<file path="src/nnr_pkg.sv">
// shared types and constants of the nearest neighbor frame scaler
`default_nettype none

package nnr_pkg;

    // configuration port
    localparam int CFG_IDX_W  = 2;
    localparam int CFG_DATA_W = 9;

    localparam logic [CFG_IDX_W-1:0] REG_SRC_HEIGHT = 2'd0;
    localparam logic [CFG_IDX_W-1:0] REG_SRC_WIDTH  = 2'd1;
    localparam logic [CFG_IDX_W-1:0] REG_DST_HEIGHT = 2'd2;
    localparam logic [CFG_IDX_W-1:0] REG_DST_WIDTH  = 2'd3;

    // item opcodes
    localparam logic OP_LOAD = 1'b0;
    localparam logic OP_EMIT = 1'b1;

    typedef struct packed {
        logic        opcode;
        logic [15:0] pixel_in;
    } nnr_item_t;

    typedef struct packed {
        logic [15:0] pixel_out;
        logic [7:0]  dst_row;
        logic [7:0]  dst_col;
        logic        last_of_frame;
    } nnr_result_t;

    // controller to datapath
    typedef struct packed {
        logic capture;
        logic cfg_wr;
        logic load_wr;
        logic setup;
        logic prep;
        logic step;
        logic sel_col;
        logic addr_mul;
        logic addr_add;
        logic rd;
        logic out_load;
    } nnr_cmd_t;

    // datapath to controller
    typedef struct packed {
        logic op_emit;
        logic div_last;
        logic out_free;
    } nnr_stat_t;

endpackage

`default_nettype wire

</file>
<file path="src/nnr_ctrl.sv">
// sequencing state machine of the frame scaler
`default_nettype none

module nnr_ctrl (
    input  logic              clk,
    input  logic              rst_n,
    input  logic              item_valid,
    output logic              item_ready,
    input  logic              cfg_valid,
    output logic              cfg_ready,
    output nnr_pkg::nnr_cmd_t cmd,
    input  nnr_pkg::nnr_stat_t stat
);

    import nnr_pkg::*;

    typedef enum logic [8:0] {
        S_IDLE = 9'b000000001,
        S_LOAD = 9'b000000010,
        S_SETUP = 9'b000000100,
        S_PREP = 9'b000001000,
        S_DIV = 9'b000010000,
        S_AMUL = 9'b000100000,
        S_AADD = 9'b001000000,
        S_READ = 9'b010000000,
        S_OUT = 9'b100000000
    } state_t;

    state_t state_reg;
    state_t state_next;
    logic   col_sel_reg;
    logic   col_sel_next;

    always_comb
    begin
        state_next   = state_reg;
        col_sel_next = col_sel_reg;
        cmd          = '0;
        item_ready   = 1'b0;
        cfg_ready    = 1'b0;
        case (state_reg)
            S_IDLE:
            begin
                // configuration wins over an item in the same cycle
                cfg_ready  = 1'b1;
                item_ready = !cfg_valid;
                cmd.cfg_wr = cfg_valid;
                if (item_valid && !cfg_valid)
                begin
                    cmd.capture = 1'b1;
                    state_next  = stat.op_emit ? S_SETUP : S_LOAD;
                end
            end
            S_LOAD:
            begin
                cmd.load_wr = 1'b1;
                state_next  = S_IDLE;
            end
            S_SETUP:
            begin
                cmd.setup    = 1'b1;
                col_sel_next = 1'b0;
                state_next   = S_PREP;
            end
            S_PREP:
            begin
                cmd.prep    = 1'b1;
                cmd.sel_col = col_sel_reg;
                state_next  = S_DIV;
            end
            S_DIV:
            begin
                cmd.step    = 1'b1;
                cmd.sel_col = col_sel_reg;
                if (stat.div_last)
                begin
                    if (col_sel_reg)
                    begin
                        state_next = S_AMUL;
                    end
                    else
                    begin
                        col_sel_next = 1'b1;
                        state_next   = S_PREP;
                    end
                end
            end
            S_AMUL:
            begin
                cmd.addr_mul = 1'b1;
                state_next   = S_AADD;
            end
            S_AADD:
            begin
                cmd.addr_add = 1'b1;
                state_next   = S_READ;
            end
            S_READ:
            begin
                cmd.rd     = 1'b1;
                state_next = S_OUT;
            end
            S_OUT:
            begin
                if (stat.out_free)
                begin
                    cmd.out_load = 1'b1;
                    state_next   = S_IDLE;
                end
            end
            default:
            begin
                state_next = S_IDLE;
            end
        endcase
    end

    always_ff @(posedge clk or negedge rst_n)
    begin
        if (!rst_n)
        begin
            state_reg   <= S_IDLE;
            col_sel_reg <= 1'b0;
        end
        else
        begin
            state_reg   <= state_next;
            col_sel_reg <= col_sel_next;
        end
    end

endmodule

`default_nettype wire

</file>
<file path="config.mk">
export PLATFORM = sky130hd
export DESIGN_NAME = nnr_ctrl
export DESIGN_NICKNAME = d
export VERILOG_FILES = /design/src/nnr_pkg.sv /design/src/nnr_ctrl.sv
export SDC_FILE = /design/constraint.sdc
export NUM_CORES = 1
export LEC_CHECK = 0
export BUFFER_PORTS_ARGS = -buffer_cell sky130_fd_sc_hd__buf_2
export CORE_MARGIN = 10
export CORE_UTILIZATION = 30
export DETAILED_ROUTE_END_ITERATION = 10
export GPL_TIMING_DRIVEN = 0
export PLACE_DENSITY_LB_ADDON = 0.1
export SLEW_MARGIN = 10
export SYNTH_ARGS = -nofsm -noshare
export SYNTH_HDL_FRONTEND = slang
export SYNTH_SLANG_ARGS = --single-unit
</file>
<file path="constraint.sdc">
create_clock -name clk -period 2 [get_ports clk]
set_clock_uncertainty 0.1 [all_clocks]
set_input_delay 0.6 -clock clk [delete_from_list [all_inputs] [get_ports clk]]
set_output_delay 0.6 -clock clk [all_outputs]
set_load 0.05 [all_outputs]
</file>
Word level (Yosys, flattened, before mapping)
Cells that the tools add are included.
{ "totals": {"register_bits": 10, "input_bits": 7, "output_inout_bits": 13, "word_cells": 42} }
{ "classes": {"n_eq_ne": 12, "mux": 22, "n_reduce_logical": 6} }
{ "ops": {"columns": ["operator", "n"], "rows": [
  ["$pmux 9 s8", 1],
  ["$mux 9", 3],
  ["$mux 1", 14],
  ["$eq 9x1->1 const B", 1],
  ["$eq 9x2->1 const B", 1],
  ["$eq 9x3->1 const B", 1],
  ["$eq 9x4->1 const B", 1],
  ["$eq 9x5->1 const B", 1],
  ["$eq 9x6->1 const B", 1],
  ["$eq 9x7->1 const B", 1],
  ["$eq 9x8->1 const B", 1],
  ["$eq 9x9->1 const B", 1],
  ["$mux 6", 1],
  ["$ne 2x2->1 const B", 3],
  ["$mux 3", 1],
  ["$reduce_and 3->1", 1],
  ["$mux 2", 1],
  ["$pmux 1 s2", 1],
  ["$reduce_and 2->1", 1],
  ["$reduce_bool 2->1", 1],
  ["$reduce_or 2->1", 1],
  ["$logic_and 1x1->1", 1],
  ["$logic_not 1->1", 1]
]} }

Longest topological paths before layout
{ "depth": {"depth_word": 4, "depth_mapped": 6, "depth_no_buf": 5} }

Least setup slack after synthesis
Ideal clock, no wire load.
{ "synth_path": {"kind": "reg2out", "start": "reg state_reg[0]", "end": "out item_ready", "arrival_ns": 2.610, "t_required_ns": 1.300, "slack_ns": -1.310, "path_stages_with_launch": 4, "path_buffers": 1, "cell_sequence": "dfstp_2 -> buf_2 -> or4b_4 -> nor4_1"} }
{ "synth_between": {"elab_chain_cells": 2} }
{ "synth_rtl": {"columns": ["item", "line_no", "source"], "rows": [
  ["from (decl)", "nnr_ctrl.sv:29", "state_t state_reg;"],
  ["from (signal assigned)", "nnr_ctrl.sv:127", "state_reg <= state_next;"],
  ["$eq 9x1->1", "nnr_ctrl.sv:41", "case (state_reg)"],
  ["$mux 1", "nnr_ctrl.sv:41", null],
  ["to (decl)", "nnr_ctrl.sv:8", "output logic item_ready,"]
]} }
Every way passes these cells.

==> flow_summary_export.csv <==
group,metric,value,unit
cts,cts_root_buffer,"clkbuf_4",
sta,maxSlewViolCount,0,
synthesis,syn-cell-area,686,um2
cts,clkTransAtPathRegs,0.07,ns
floorplan,fp.dieW,67.8,um
synthesis,syn_inst,76,
route,wl,2.10,mm
route,firstDrtPassIters,3,
floorplan,start_util,31.3,%
synthesis,yosysMostFrequentCell,"nor2_1",
power,cellPowerDensity,856,nW/um2
status,run_status,"finished, violations left",
synthesis,synth_area_leaders,"dfrtp_1 (33%), nor2_1 (5.5%), dfstp_2 (3.8%)",
global_route,grt_use_total,9.75,%
synthesis,synthTopCellsByCount,"nor2_1 (10), dfrtp_1 (9), inv_1 (5), buf_2 (4), nor3_1 (4)",
global_route,grt_pass1_wl,3.44,mm
synthesis,synth-main-ff-cell,"dfrtp_1",
setup_path,critical_path_class,"reg2out",
placed_design,portBuffers,19,
cts,clock_latency,0.27,ns
floorplan,row_count,17,
sta,slew_headroom,75.1,%
synthesis,async_flop_share,100,%
floorplan,die_height,67.8,um
cts,cts_buffer_depth,2,
placed_design,dp.cells,123,
floorplan,core_area,2190,um2
placed_design,dp.final_hpwl,1.44,mm
setup_path,crit_cells,5,
setup_path,startpoint_type,"register",
global_route,grt_antenna_before_repair,0,
setup_path,max_stage_delay,0.57,ns
global_route,use_met3,3.14,%
final_layout,area_delta_synth_final,71.9,%
final_layout,post_layout_nonfiller_instances,143,
sta,hold_violations,0,
route,final_antenna_net_count,0,
synthesis,synth_edf_count,0,
synthesis,synth_nets,83,
setup_path,endpoint_kind,"output pin",
global_route,met1_usage,11.3,%
placed_design,gp_congestion,0.814,
route,drtIter0Drc,4,
route,vias,728,
status,violations,"negative setup slack",
global_route,gr-total-overflow,0,
sta,rsz0062_at_grt,"yes",
final_layout,final_nets,123,
floorplan,pin_count,20,
cts,clock_sinks,10,
synthesis,synth_top_area_share,32.8,%
final_layout,utilization,53.8,%
sta,setup_violations,13,
cts,numCtsBuffers,3,
final_layout,largest_reg_flops,9,
global_route,grt-busiest-layer,"met2",
setup_path,crit_required,1.30,ns
synthesis,ys_types,35,
global_route,grt_max_degree,11,
cts,h-tree-depth,1,
global_route,grt_pass1_vias,743,
worst_hold_path,hold_class,"in2async",
power,ir_worst_vdd,573,uV
synthesis,yosysSeqAreaShare,36.7,%
synthesis,synth_seq_cells,10,
sta,worstMarginPinSlew,0.373,ns
global_route,met2_usage,16.0,%
final_layout,drive_gt1_share,63.5,%
power,power_leakage,0.572,nW
placed_design,pre_cts_ws,-0.585,ns
sta,fin_crit,2.61,ns
setup_path,reg2reg_depth,6,
floorplan,dieArea,4600,um2
route,wl_per_cell,14.7,um
synthesis,syn_area_per_cell,9.02,um2
route,drc,0,
setup_path,path_buf_inv,2,
setup_path,critPathArrivalTime,1.91,ns
cts,cts_tree,"yes",
setup_path,cp_cell_sequence,"or4b_4, nor3_4, nand3b_4, clkinvlp_4, buf_8",
sta,fmax,384,MHz
final_layout,num_antenna_cells,0,
setup_path,worst-path-max-fanout,8,
setup_path,crit_slowest_cell,"or4b_4",
run,maxCapViolCount,0,
sta,fin_crit_sh,130,%
sta,fin_ws,-0.606,ns
route,vias_per_cell,5.09,
synthesis,yosys.area.top_type,"dfrtp_1",
setup_path,crit_family,"simple AND/OR/NAND/NOR gates",
synthesis,yosysWarnings,0,
cts,cts_hold_buf,0,
cells in the final DEF (no fill, tap or decap), types with 2 or more instances in the layout:
| cell | netlist | routed |
|---|---|---|
| nor3_1 | 4 | 2 |
| buf_6 | 1 | 6 |
| buf_8 | 0 | 5 |
| nand3_1 | 3 | 2 |
| inv_1 | 5 | 4 |
| buf_2 | 4 | 10 |
| xor2_1 | 3 | 3 |
| dfrtp_1 | 9 | 3 |
| and4_4 | 0 | 2 |
| o21bai_1 | 2 | 2 |
| clkbuf_4 | 0 | 3 |
| buf_4 | 1 | 21 |
| o21ai_0 | 2 | 2 |
| nand4_1 | 2 | 2 |
| nor3b_4 | 0 | 2 |
| nor2_1 | 10 | 9 |
| nor3_4 | 1 | 3 |
| nor4_4 | 0 | 2 |
| dfrtp_2 | 0 | 6 |
path summary, 6_finish.rpt:
| check | from | endpoint | slack (ns) |
|---|---|---|---|
| setup / recovery | state_reg[2]$_DFFE_PN0P_ | cmd[10] | -0.61 |
| hold / removal | rst_n | state_reg[8]$_DFFE_PN0P_ | 0.09 |
| setup reg to reg | state_reg[2]$_DFFE_PN0P_ | state_reg[0]$_DFFE_PN1P_ | 0.11 |
| hold reg to reg | state_reg[7]$_DFFE_PN0P_ | state_reg[7]$_DFFE_PN0P_ | 0.44 |
| max in group asynchronous | rst_n | state_reg[0]$_DFFE_PN1P_ | 1.45 |
| min in group clk | stat[2] | state_reg[1]$_DFFE_PN0P_ | 0.38 |
cells by family after synthesis:
kind of cell,count (synthesis),synth area share [%]
simple gates,39,38.0
compound gates,12,12.4
buf+inv,12,9.12
flops,10,36.7
xor+xnor,3,3.83
timing repair:
action / 4_1_cts / 5_1_grt
setup buffers: 9 / 11
pin swaps: 4 / 7
resized for setup: 23 / 13
endpoints found under the setup margin: 13 / 14
gates cloned: 0 / 0
metrics by stage:
| step | hold WS, ns | instance area, um2 | power, mW | TNS (ns) |
|---|---|---|---|---|
| CTS | 0.0912 | 1070 | 0.996 | -6.52 |
| global route | 0.0909 | 1180 | 1.08 | -7.03 |
| floorplan | 0.204 | 776 | 0.607 | -3.74 |
| detailed placement | 0.382 | 906 | 0.695 | -4.38 |
| finish | 0.0877 | 1180 | 1.01 | -5.82 |
| global placement | 0.380 | 906 | 0.689 | -4.02 |
layer usage:
layer,routed length [um],up-vias
li1,-,357
met1,893,355
met2,1100,12
met3,81,4
met4,26,0
met5,0,-
area by class of cell:
cell class | instances | area, um2
tap | 28 | 35.0
inverter | 5 | 22.5
fill | 205 | 1010
multi-input combinational | 54 | 485
timing repair buffer | 39 | 320
sequential | 10 | 259
clock buffer | 4 | 26.3
buffer | 3 | 30.0
power by group:
part           leakage [nW]  switching, mW  internal, mW  total [mW]
Sequential            0.126         0.0295         0.232       0.262
Clock                0.0150         0.0758        0.0772       0.153
Combinational         0.432          0.326         0.268       0.594
Power figures use the tool's default switching activity.
